--- src/hdl/blr_pkg.sv ---
// shared types and constants for the line rasterizer
// no dependencies; used by every module of the block

package blr_pkg;

    localparam int COORD_W       = 12;
    localparam int DIFF_W        = COORD_W + 1;
    localparam int ERR_W         = 15;
    localparam int CHAN_W        = 8;
    localparam int COLOUR_W      = 24;
    localparam int SCREEN_WIDTH  = 640;
    localparam int SCREEN_HEIGHT = 480;

    localparam int QUEUE_DEPTH   = 4;
    localparam int QPTR_W        = $clog2(QUEUE_DEPTH);
    localparam int QCNT_W        = QPTR_W + 1;

    localparam int S_TDATA_W     = 4 * COORD_W + COLOUR_W;
    localparam int M_TDATA_W     = 2 * COORD_W + COLOUR_W;

    // request kinds on the slave tuser bit
    localparam logic REQ_LOAD = 1'b0;
    localparam logic REQ_TICK = 1'b1;

    // one classified command as it travels from front to back
    typedef struct packed {
        logic                       req_type;
        logic                       steep;
        logic signed [COORD_W-1:0]  major_start;
        logic signed [COORD_W-1:0]  minor_start;
        logic signed [COORD_W-1:0]  major_end;
        logic                       minor_neg;
        logic signed [ERR_W-1:0]    error_init;
        logic signed [ERR_W-1:0]    inc_straight;
        logic signed [ERR_W-1:0]    inc_diagonal;
        logic [COLOUR_W-1:0]        colour;
    } t_cmd;

endpackage

--- src/hdl/blr_front.sv ---
// front end: accepts request beats, registers endpoint deltas, then does line setup
// depends on blr_pkg

module blr_front (
    input  logic                                i_clk,
    input  logic                                i_rst_n,
    input  logic                                i_valid,
    output logic                                o_ready,
    input  logic                                i_req_type,
    input  logic [blr_pkg::S_TDATA_W-1:0]       i_data,
    output logic                                o_valid,
    input  logic                                i_ready,
    output blr_pkg::t_cmd                       o_cmd
);

    localparam int CW  = blr_pkg::COORD_W;
    localparam int DW  = blr_pkg::DIFF_W;
    localparam int EW  = blr_pkg::ERR_W;
    localparam int CHW = blr_pkg::CHAN_W;

    logic                          r_vld;
    logic                          r_req;
    logic signed [CW-1:0]          r_xs, r_ys, r_xe, r_ye;
    logic signed [DW-1:0]          r_dx, r_dy;
    logic [blr_pkg::COLOUR_W-1:0]  r_colour;

    logic signed [CW-1:0] w_xs, w_ys, w_xe, w_ye;
    logic                 w_accept;

    logic [DW-1:0]        adx, ady, dmaj, dmin;
    logic signed [DW-1:0] maj_d, min_d;
    logic                 steep, swap;
    logic signed [CW-1:0] ma_s, ma_e, mi_s, mi_e;

    assign w_xs = i_data[CW-1:0];
    assign w_ys = i_data[2*CW-1:CW];
    assign w_xe = i_data[3*CW-1:2*CW];
    assign w_ye = i_data[4*CW-1:3*CW];

    assign o_ready  = !r_vld || i_ready;
    assign w_accept = i_valid && o_ready;
    assign o_valid  = r_vld;

    always_ff @(posedge i_clk) begin
        if (!i_rst_n) begin
            r_vld <= 1'b0;
        end else if (w_accept) begin
            r_vld <= 1'b1;
        end else if (i_ready) begin
            r_vld <= 1'b0;
        end
    end

    always_ff @(posedge i_clk) begin
        if (w_accept) begin
            r_req    <= i_req_type;
            r_xs     <= w_xs;
            r_ys     <= w_ys;
            r_xe     <= w_xe;
            r_ye     <= w_ye;
            r_dx     <= {w_xe[CW-1], w_xe} - {w_xs[CW-1], w_xs};
            r_dy     <= {w_ye[CW-1], w_ye} - {w_ys[CW-1], w_ys};
            // red arrives lowest in tdata but sits on top of the colour word
            r_colour <= {i_data[4*CW +: CHW],
                         i_data[4*CW+CHW +: CHW],
                         i_data[4*CW+2*CHW +: CHW]};
        end
    end

    // setup: steep on ties, order along major axis, midpoint increments
    always_comb begin
        adx   = r_dx[DW-1] ? -r_dx : r_dx;
        ady   = r_dy[DW-1] ? -r_dy : r_dy;
        steep = !(ady < adx);
        maj_d = steep ? r_dy : r_dx;
        min_d = steep ? r_dx : r_dy;
        dmaj  = steep ? ady : adx;
        dmin  = steep ? adx : ady;
        swap  = maj_d[DW-1];
        ma_s  = steep ? r_ys : r_xs;
        ma_e  = steep ? r_ye : r_xe;
        mi_s  = steep ? r_xs : r_ys;
        mi_e  = steep ? r_xe : r_ye;

        o_cmd.req_type     = r_req;
        o_cmd.steep        = steep;
        o_cmd.major_start  = swap ? ma_e : ma_s;
        o_cmd.minor_start  = swap ? mi_e : mi_s;
        o_cmd.major_end    = swap ? ma_s : ma_e;
        o_cmd.minor_neg    = (min_d != '0) && (min_d[DW-1] ^ swap);
        o_cmd.error_init   = {1'b0, dmin, 1'b0} - {2'b00, dmaj};
        o_cmd.inc_straight = {1'b0, dmin, 1'b0};
        o_cmd.inc_diagonal = EW'({1'b0, dmin, 1'b0}) - EW'({1'b0, dmaj, 1'b0});
        o_cmd.colour       = r_colour;
    end

endmodule

--- src/hdl/blr_queue.sv ---
// short command queue between front and back
// depends on blr_pkg

module blr_queue (
    input  logic            i_clk,
    input  logic            i_rst_n,
    input  logic            i_push,
    input  blr_pkg::t_cmd   i_cmd,
    output logic            o_full,
    input  logic            i_pop,
    output logic            o_empty,
    output blr_pkg::t_cmd   o_cmd
);

    blr_pkg::t_cmd                 r_mem [blr_pkg::QUEUE_DEPTH];
    logic [blr_pkg::QPTR_W-1:0]    r_wr_ptr, r_rd_ptr;
    logic [blr_pkg::QCNT_W-1:0]    r_count;

    assign o_full  = (r_count == blr_pkg::QCNT_W'(blr_pkg::QUEUE_DEPTH));
    assign o_empty = (r_count == '0);
    assign o_cmd   = r_mem[r_rd_ptr];

    always_ff @(posedge i_clk) begin
        if (i_push && !o_full) begin
            r_mem[r_wr_ptr] <= i_cmd;
        end
    end

    always_ff @(posedge i_clk) begin
        if (!i_rst_n) begin
            r_wr_ptr <= '0;
            r_rd_ptr <= '0;
            r_count  <= '0;
        end else begin
            if (i_push && !o_full) begin
                r_wr_ptr <= r_wr_ptr + 1'b1;
            end
            if (i_pop && !o_empty) begin
                r_rd_ptr <= r_rd_ptr + 1'b1;
            end
            case ({i_push && !o_full, i_pop && !o_empty})
                2'b10:   r_count <= r_count + 1'b1;
                2'b01:   r_count <= r_count - 1'b1;
                default: r_count <= r_count;
            endcase
        end
    end

endmodule

--- src/hdl/blr_back.sv ---
// back end: holds the active line, steps the error term, drives the pixel register
// depends on blr_pkg

module blr_back (
    input  logic                              i_clk,
    input  logic                              i_rst_n,
    input  logic                              i_empty,
    input  blr_pkg::t_cmd                     i_cmd,
    output logic                              o_pop,
    output logic                              o_valid,
    input  logic                              i_ready,
    output logic [blr_pkg::M_TDATA_W-1:0]     o_data,
    output logic                              o_in_bounds,
    output logic                              o_last
);

    localparam int CW = blr_pkg::COORD_W;
    localparam int EW = blr_pkg::ERR_W;

    logic                          r_active, r_steep, r_neg;
    logic signed [CW-1:0]          r_major, r_minor, r_major_end;
    logic signed [EW-1:0]          r_err, r_inc_s, r_inc_d;
    logic [blr_pkg::COLOUR_W-1:0]  r_colour;

    logic                          r_out_valid;
    logic [blr_pkg::M_TDATA_W-1:0] r_out_data;
    logic                          r_out_inb, r_out_last;

    logic                 is_load, emit;
    logic signed [CW-1:0] px, py;
    logic                 last, inb;
    logic signed [CW-1:0] n_major, n_minor;
    logic signed [EW-1:0] n_err;

    assign is_load = (i_cmd.req_type == blr_pkg::REQ_LOAD);
    assign o_pop   = !i_empty && (is_load || !r_active || !r_out_valid || i_ready);
    assign emit    = o_pop && !is_load && r_active;

    always_comb begin
        px   = r_steep ? r_minor : r_major;
        py   = r_steep ? r_major : r_minor;
        last = (r_major >= r_major_end);
        inb  = !px[CW-1] && !py[CW-1]
            && ({1'b0, px} < (CW+1)'(blr_pkg::SCREEN_WIDTH))
            && ({1'b0, py} < (CW+1)'(blr_pkg::SCREEN_HEIGHT));
        n_major = r_major + 1'b1;
        if (r_err > 0) begin
            n_minor = r_neg ? r_minor - 1'b1 : r_minor + 1'b1;
            n_err   = r_err + r_inc_d;
        end else begin
            n_minor = r_minor;
            n_err   = r_err + r_inc_s;
        end
    end

    always_ff @(posedge i_clk) begin
        if (!i_rst_n) begin
            r_active    <= 1'b0;
            r_out_valid <= 1'b0;
        end else begin
            if (o_pop && is_load) begin
                r_active <= 1'b1;
            end else if (emit && last) begin
                r_active <= 1'b0;
            end
            if (emit) begin
                r_out_valid <= 1'b1;
            end else if (i_ready) begin
                r_out_valid <= 1'b0;
            end
        end
    end

    always_ff @(posedge i_clk) begin
        if (o_pop && is_load) begin
            r_steep     <= i_cmd.steep;
            r_major     <= i_cmd.major_start;
            r_minor     <= i_cmd.minor_start;
            r_major_end <= i_cmd.major_end;
            r_neg       <= i_cmd.minor_neg;
            r_err       <= i_cmd.error_init;
            r_inc_s     <= i_cmd.inc_straight;
            r_inc_d     <= i_cmd.inc_diagonal;
            r_colour    <= i_cmd.colour;
        end else if (emit && !last) begin
            r_major <= n_major;
            r_minor <= n_minor;
            r_err   <= n_err;
        end
        if (emit) begin
            r_out_data <= {r_colour, py, px};
            r_out_inb  <= inb;
            r_out_last <= last;
        end
    end

    assign o_valid     = r_out_valid;
    assign o_data      = r_out_data;
    assign o_in_bounds = r_out_inb;
    assign o_last      = r_out_last;

endmodule

--- src/hdl/bresenham_line_rasterizer_top.sv ---
// bresenham line rasterizer: one pixel per tick beat while a line is active, up to one beat per cycle
// a tick taken into the front register is written into the queue, then popped into the pixel output register
// a load needs no gap: a tick may follow it in the very next cycle
// throughput: one request beat per cycle, limited only by master-side back-pressure
// reset: synchronous active-low i_rst_n empties the pipeline and queue, no line is active
// depends on blr_pkg, blr_front, blr_queue, blr_back

module bresenham_line_rasterizer_top (
    input  logic                               i_clk,
    input  logic                               i_rst_n,
    // request channel
    input  logic                               s_axis_tvalid,
    output logic                               s_axis_tready,
    // tdata: x_start[11:0] y_start[23:12] x_end[35:24] y_end[47:36]
    //        red[55:48] green[63:56] blue[71:64]
    input  logic [blr_pkg::S_TDATA_W-1:0]      s_axis_tdata,
    // tuser: req_type[0] (0 load, 1 tick)
    input  logic [0:0]                         s_axis_tuser,
    // pixel channel
    output logic                               m_axis_tvalid,
    input  logic                               m_axis_tready,
    // tdata: pixel_x[11:0] pixel_y[23:12] pixel_word[47:24]
    output logic [blr_pkg::M_TDATA_W-1:0]      m_axis_tdata,
    // tuser: in_bounds[0]
    output logic [0:0]                         m_axis_tuser,
    // tlast: last_pixel
    output logic                               m_axis_tlast
);

    // front side: setup result waiting for a queue slot
    logic          front_valid;
    blr_pkg::t_cmd front_cmd;

    // queue status and head command
    logic          q_full, q_empty, q_pop;
    blr_pkg::t_cmd q_cmd;

    // front stage registers deltas and classifies loads (steep/shallow, order, error setup)
    blr_front u_front (
        .i_clk      (i_clk),
        .i_rst_n    (i_rst_n),
        .i_valid    (s_axis_tvalid),
        .o_ready    (s_axis_tready),
        .i_req_type (s_axis_tuser[0]),
        .i_data     (s_axis_tdata),
        .o_valid    (front_valid),
        .i_ready    (!q_full),
        .o_cmd      (front_cmd)
    );

    // small queue lets the front keep taking beats while the pixel side stalls
    blr_queue u_queue (
        .i_clk   (i_clk),
        .i_rst_n (i_rst_n),
        .i_push  (front_valid),
        .i_cmd   (front_cmd),
        .o_full  (q_full),
        .i_pop   (q_pop),
        .o_empty (q_empty),
        .o_cmd   (q_cmd)
    );

    // back end: loads replace the active line at once, ticks step it one pixel
    blr_back u_back (
        .i_clk       (i_clk),
        .i_rst_n     (i_rst_n),
        .i_empty     (q_empty),
        .i_cmd       (q_cmd),
        .o_pop       (q_pop),
        .o_valid     (m_axis_tvalid),
        .i_ready     (m_axis_tready),
        .o_data      (m_axis_tdata),
        .o_in_bounds (m_axis_tuser[0]),
        .o_last      (m_axis_tlast)
    );

endmodule

--- config.mk ---
export PLATFORM = sky130hd
export DESIGN_NAME = bresenham_line_rasterizer_top
export DESIGN_NICKNAME = d
export VERILOG_FILES = /design/src/hdl/blr_pkg.sv /design/src/hdl/blr_front.sv /design/src/hdl/blr_queue.sv /design/src/hdl/blr_back.sv /design/src/hdl/bresenham_line_rasterizer_top.sv
export SDC_FILE = /design/constraint.sdc
export NUM_CORES = 1
export LEC_CHECK = 0
export BUFFER_PORTS_ARGS = -buffer_cell sky130_fd_sc_hd__buf_2
export CAP_MARGIN = 20
export CORE_UTILIZATION = 65
export CTS_CLUSTER_SIZE = 16
export DETAILED_ROUTE_END_ITERATION = 10
export GPL_TIMING_DRIVEN = 0
export MAX_ROUTING_LAYER = met4
export PLACE_DENSITY = 0.83
export SLEW_MARGIN = 20
export SYNTH_ARGS = -nofsm -noshare
export SYNTH_HDL_FRONTEND = slang
export SYNTH_SLANG_ARGS = --single-unit
--- constraint.sdc ---
create_clock -name i_clk -period 18.1 [get_ports i_clk]
set_input_delay 0.905 -clock i_clk [delete_from_list [all_inputs] [get_ports i_clk]]
set_output_delay 0.905 -clock i_clk [all_outputs]
set_load 0.005 [all_outputs]
==> impl_metrics.json, run 1 <==
{
  "synth_edf_count": 673,
  "postCtsHoldBufs": 0,
  "endpoint_kind": "register",
  "h-tree-depth": 3,
  "drt-pass1-iter-count": 7,
  "synth_simple_gate_area_frac": 0.0508,
  "regArea_um2": 20400,
  "synth_seq_area_share": 0.686,
  "final_max_slew_viol_count": 0,
  "netlist_area_um2": 29800,
  "clk_pin_slew_ps": 60,
  "rsz0062_at_grt": "no",
  "grt_pass1_vias": 17768,
  "multi_input_area_um2": 8810,
  "final_hold_viol_count": 0,
  "drt-met1-wl_um": 27100,
  "synth.area.mux_share": 0.115,
  "die_w_um": 216,
  "port_buffers": 128,
  "n_fill_cell": 2505,
  "n_antenna_cell": 0,
  "worstSkewPairLatency_ps": 610,
  "synth-compound-area-share": 0.0589,
  "skew_ps": 30.5,
  "fin_cells": 2678,
  "grt_pass1_wl_um": 106000,
  "die_y_um": 216,
  "worst_pin_slew_ps": 1020,
  "track_usage": 0.320,
  "synth_ff_type": "edfxtp_1",
  "fin_util": 0.745,
  "met3WireLength_um": 5700,
  "antenna_found_initial": 0,
  "clock-root-buffer": "clkbuf_16",
  "finalCritPeriodShare": 0.447,
  "run_status": "complete, no violations",
  "nets": 2202,
  "arrival_ps": 8420,
  "setup-violations-final": 0,
  "antenna_left": 0,
  "p_total_mw": 6.04,
  "fp.dieArea_um2": 46700,
  "synth_nets": 1988,
  "initial_core_util": 0.658,
  "viasPerCell": 6.50,
  "async_flop_share": 0,
  "tns_ps": 0,
  "vias": 17396,
  "yosys_warnings": 0,
  "ios": 129,
  "hpwl_um": 45500,
  "cts_resized": 0,
  "cpPeakStageDelay_ps": 650,
  "place_congestion": 0.901,
  "tritoncts": "built",
  "maxCapViolCount": 0,
  "clock-sinks": 685,
  "hp-class": "register to register",
  "crit_family": "compound AO/OA/AOI/OAI gates",
  "synth_fa_ha_area_frac": 0.0420,
  "syn_area_per_cell_um2": 16.4,
  "syn2layout_area_growth_pct": 13.2,
  "postCtsSetupRepairBufs": 0,
  "power.density_nw_per_um2": 179,
  "fin_crit_ps": 8080,
  "crit_required_ps": 18440,
  "gr-total-overflow": 0,
  "yosys.area_share.xor_xnor": 0.0274,
  "max-vdd-ir-drop_v": 0.000112,
  "top_layer_used": "met4",
  "clock_path_buffers": 3,
  "cts_buffers": 68,
  "wire_per_inst_um": 26.7,
  "num_rows": 78,
  "wl_met2_um": 36100,
  "syn_inst": 1817,
  "drc": 0,
  "p_leak_nw": 11.9,
  "coreArea_um2": 45300,
  "placed_cells": 2561,
  "critPathMaxFanout": 10,
  "ys_seq_elements": 685,
  "synth_cell_types": 76,
  "drt-initial-drc-count": 1968,
  "drive_gt1_frac": 0.200,
  "maxClockFrequency_ghz": 0.124,
  "max_slew_margin": 0.317,
  "grt_max_degree": 52,
  "crit_buf_inv": 4,
  "routed_wl_um": 71400,
  "synth_top_family_by_area": "multiplexers",
  "cp_slowest_cell": "xor2_1",
  "r2r_slack_ps": 10020,
  "worst_setup_path_start_kind": "register",
  "critPathKind": "register to register"
}
-- sequential cells by signal, indices dropped and copies added, names as in the netlist, 13 cells and up, named ones only --
signal	flops
u_queue.r_mem	420
u_back.o_data	48
u_back.r_colour	24
u_front.r_colour	24
u_back.r_err	15
u_back.r_inc_d	14
u_back.r_inc_s	13
u_front.r_dx	13
u_front.r_dy	13
-- worst paths after layout --
path | from | to | cells past startpoint
worst max-delay path | u_front.r_dx[0] | u_queue.r_mem[2][66] | 25
worst min-delay path | u_back.r_colour[17] | u_back.o_data[41] | 0
worst max register to register | u_front.r_dx[0] | u_queue.r_mem[2][66] | 25
worst min register to register | u_back.r_colour[17] | u_back.o_data[41] | 0
-- layout make-up --
| class | count | area share |
|---|---|---|
| plain buffers | 65 | 0.00809 |
| clock buffers | 86 | 0.0543 |
| clock inverters | 31 | 0.00875 |
| inverters | 83 | 0.00931 |
| multi-input cells | 984 | 0.261 |
| flip-flops and latches | 685 | 0.606 |
| well taps | 600 | 0.0223 |
| repair buffers | 144 | 0.0300 |
-- through the flow --
stage,area (um2),hold slack (ps),setup WS (ps)
finish,33700,422,10020
global route,33700,427,9370
CTS,33700,421,10160
detailed placement,31600,407,10170
global placement,31200,402,9060
floorplan,29800,400,11590
-- layout by cell type, fill, tap and decap left out, types with 11 or more instances in the layout --
master	count
a211oi_1	17
a21boi_0	14
a21o_1	20
a21oi_1	77
and2_1	15
buf_1	14
buf_2	135
clkbuf_1	54
clkbuf_16	70
dfxtp_1	12
edfxtp_1	673
ha_1	88
inv_1	80
mux2_2	34
mux2i_1	67
mux4_2	105
nand2_1	98
nand2b_1	19
nand3_1	17
nor2_1	87
nor2b_1	29
o21ai_0	75
o31ai_1	11
xnor2_1	41
xor2_1	49
-- where the power goes --
part	internal [mW]	switching (mW)
Clock	0.776	0.585
Sequential	2.33	0.150
Combinational	0.827	1.37
Total	3.93	2.11
-- kinds of logic (layout without fill, tap and decap cells) --
kind of cell,Yosys count,count (layout)
adder cells (fa/ha/maj),97,97
XOR/XNOR,91,91
flip-flops,685,685
buffers and inverters,148,409
multiplexers,207,207
AO/OA/AOI/OAI,275,275
AND/OR/NAND/NOR,314,314
-- cell usage after synthesis, types with 5 or more instances --
cell type | n | area [um2]
nor2_1 | 87 | 327
fa_1 | 6 | 120
or3_1 | 8 | 50.1
mux2i_1 | 67 | 671
buf_2 | 7 | 35.0
ha_1 | 88 | 1100
o21a_1 | 6 | 45.0
mux4_2 | 105 | 2360
nand2_1 | 98 | 368
a21boi_0 | 14 | 105
and2_1 | 19 | 119
xor2_1 | 49 | 429
a21o_1 | 20 | 150
o21ai_0 | 78 | 390
nor2b_1 | 29 | 181
nand2b_1 | 19 | 119
nor3_1 | 7 | 35.0
buf_1 | 14 | 52.6
xnor2_1 | 41 | 359
edfxtp_1 | 673 | 20200
clkbuf_1 | 42 | 158
nor4_1 | 5 | 31.3
nand3_1 | 17 | 85.1
dfxtp_1 | 12 | 240
a21oi_1 | 77 | 385
inv_1 | 81 | 304
a211oi_1 | 17 | 128
or2_2 | 5 | 31.3
a31oi_1 | 7 | 43.8
o31ai_1 | 11 | 82.6
mux2_2 | 34 | 383
-- routing by layer --
metal | vias to the layer above | GRT usage
met5 | - | -
met4 | 0 | 0.113
met3 | 215 | 0.0465
met2 | 1025 | 0.532
met1 | 8703 | 0.407
li1 | 7453 | -
Power figures use the tool's default switching activity.
==> run 2, diff against run 1 <==
--- a/config.mk
+++ b/config.mk
@@ -7,12 +7,12 @@
 export LEC_CHECK = 0
 export BUFFER_PORTS_ARGS = -buffer_cell sky130_fd_sc_hd__buf_2
 export CAP_MARGIN = 20
-export CORE_UTILIZATION = 65
+export CORE_UTILIZATION = 62
 export CTS_CLUSTER_SIZE = 16
 export DETAILED_ROUTE_END_ITERATION = 10
 export GPL_TIMING_DRIVEN = 0
 export MAX_ROUTING_LAYER = met4
-export PLACE_DENSITY = 0.83
+export PLACE_DENSITY = 0.8
 export SLEW_MARGIN = 20
 export SYNTH_ARGS = -nofsm -noshare
 export SYNTH_HDL_FRONTEND = slang
==> constraint.sdc (replaced) <==
create_clock -name i_clk -period 7.74 [get_ports i_clk]
set_input_delay 0.387 -clock i_clk [delete_from_list [all_inputs] [get_ports i_clk]]
set_output_delay 0.387 -clock i_clk [all_outputs]
set_load 0.005 [all_outputs]
==> impl_metrics.json, run 2 (synthesis gave the netlist of run 1 again) <==
{
  "clock-root-buffer": "clkbuf_16",
  "min_path_cells": 3,
  "vias": 17334,
  "hold_ws_ps": 57.5,
  "drt-initial-drc-count": 1828,
  "place_area_um2": 31600,
  "ios": 129,
  "tritoncts": "built",
  "holdPathEnd": "u_back.r_active",
  "syn2layout_area_growth_pct": 16.1,
  "tns_ps": 0,
  "run_status": "complete, no violations",
  "largest_reg_flops": 420,
  "place_congestion": 0.882,
  "timing.rr.end": "u_queue.r_mem[1][64]",
  "die_y_um": 221,
  "design_area_um2": 34600,
  "grt_max_degree": 52,
  "top_register": "u_queue.r_mem",
  "fp.dieArea_um2": 48900,
  "critPathMaxFanout": 10,
  "nets": 2279,
  "gr-total-overflow": 0,
  "grt_pass1_wl_um": 104000,
  "hp-class": "input pin to register",
  "max-vdd-ir-drop_v": 0.000209,
  "antenna_left": 0,
  "antenna_found_initial": 0,
  "crit_required_ps": 8080,
  "finalCritPeriodShare": 0.961,
  "cts_buffers": 69,
  "hpwl_um": 43700,
  "die_w_um": 221,
  "fin_crit_ps": 7440,
  "h-tree-depth": 3,
  "endpoint_kind": "register",
  "p_leak_nw": 12.3,
  "maxClockFrequency_ghz": 0.134,
  "wire_per_inst_um": 24.8,
  "routed_wl_um": 68700,
  "track_usage": 0.294,
  "r2r_slack_ps": 300,
  "viasPerCell": 6.27,
  "drc": 0,
  "coreArea_um2": 47000,
  "skew_ps": 20.9,
  "final_cell_mix": "673 x edfxtp_1, 137 x buf_2, 105 x mux4_2",
  "power.density_nw_per_um2": 406,
  "clk_pin_slew_ps": 60,
  "n_antenna_cell": 0,
  "worstReg2RegStart": "u_front.r_dy[0]",
  "drive_gt1_frac": 0.199,
  "clock_path_buffers": 3,
  "r2r_cells": 27,
  "drt-pass1-iter-count": 5,
  "maxCapViolCount": 0,
  "port_buffers": 128,
  "final_hold_viol_count": 0,
  "hp-start": "i_rst_n",
  "setup-violations-final": 0,
  "final_max_slew_viol_count": 0,
  "max_slew_margin": 0.327,
  "critPathKind": "register to register",
  "final_common_cell": "edfxtp_1",
  "clock-sinks": 685,
  "worst_setup_path_start_kind": "register",
  "grt_pass1_vias": 17552,
  "arrival_ps": 7780,
  "worst_pin_slew_ps": 1010,
  "n_fill_cell": 2649,
  "worstSkewPairLatency_ps": 620,
  "num_rows": 79,
  "initial_core_util": 0.635
}
-- run 2: worst max-delay path by stage --
stage                           from              endpoint  slack [ps]  cells past startpoint
floorplan            u_front.o_valid   u_front.r_colour[0]        1440                      1
global placement     u_front.o_valid       u_front.r_dy[3]       -1230                      1
detailed placement  u_front.r_dx[12]  u_queue.r_mem[2][64]        -240                     26
CTS                 u_front.r_dx[12]  u_queue.r_mem[2][64]         100                     26
global route         u_front.r_dy[0]  u_queue.r_mem[0][64]          -9                     27
finish               u_front.r_dy[0]  u_queue.r_mem[1][64]         300                     27
-- run 2: per-stage QoR --
step / instances / util / worst slack (ps) / power (mW)
2_1_floorplan: 1817 / - / 1440 / 9.14
6_report: 2766 / 0.737 / 300 / 14.1
3_5_place_dp: 2568 / 0.674 / -244 / 10.7
5_1_grt: 2766 / 0.737 / -9.14 / 14.6
3_3_place_gp: 2552 / 0.665 / -1230 / 10.4
4_1_cts: 2764 / 0.736 / 103 / 14.0
-- run 2: critical path, cell delays in order, from the launching register on --
cell      delay (ps)
edfxtp_1         460
or2_2            370
o21ai_0          210
xor2_1           320
inv_1            160
ha_1             440
o21a_1           150
o211ai_1          90
a21oi_1          180
o221ai_1         220
a211oi_4         450
nor2_8            40
inv_2            110
buf_2            250
buf_2            300
buf_2            310
nor2_1            90
a21oi_2          320
ha_1             340
a21o_1           210
maj3_1           380
o31ai_1          210
nor2_1           120
o311ai_0         390
nand2_1          220
a211o_1          340
a21oi_1          190
xnor2_1          290
-- run 2: cell type report --
| class | instances | area [um2] | share of cell area |
|---|---|---|---|
| well taps | 607 | 759 | 0.0219 |
| plain buffers | 65 | 279 | 0.00806 |
| clock inverters | 31 | 293 | 0.00846 |
| clock buffers | 91 | 1880 | 0.0543 |
| inverters | 83 | 314 | 0.00907 |
| flip-flops and latches | 685 | 20400 | 0.591 |
| repair buffers | 220 | 1790 | 0.0518 |
| multi-input cells | 984 | 8840 | 0.255 |
-- run 2: timing repair --
action	in CTS	in global routing
gates resized for setup	3	8
endpoints found under the hold margin	73	0
gates cloned	0	0
buffers inserted	1	2
hold buffers	73	0
pin swaps	1	2
endpoints found under the setup margin	12	20
-- run 2: power by group --
| group | switching [mW] | internal (mW) |
|---|---|---|
| clock | 1.39 | 1.83 |
| combinational | 3.11 | 1.96 |
| sequential | 0.319 | 5.44 |
| total | 4.82 | 9.23 |
-- run 2: metal layers --
layer	vias to the layer above	track usage	routed length (um)
met5	-	-	0
met4	0	0.0875	1670
met3	132	0.0429	4750
met2	854	0.492	35000
met1	8731	0.375	27200
li1	7617	-	-
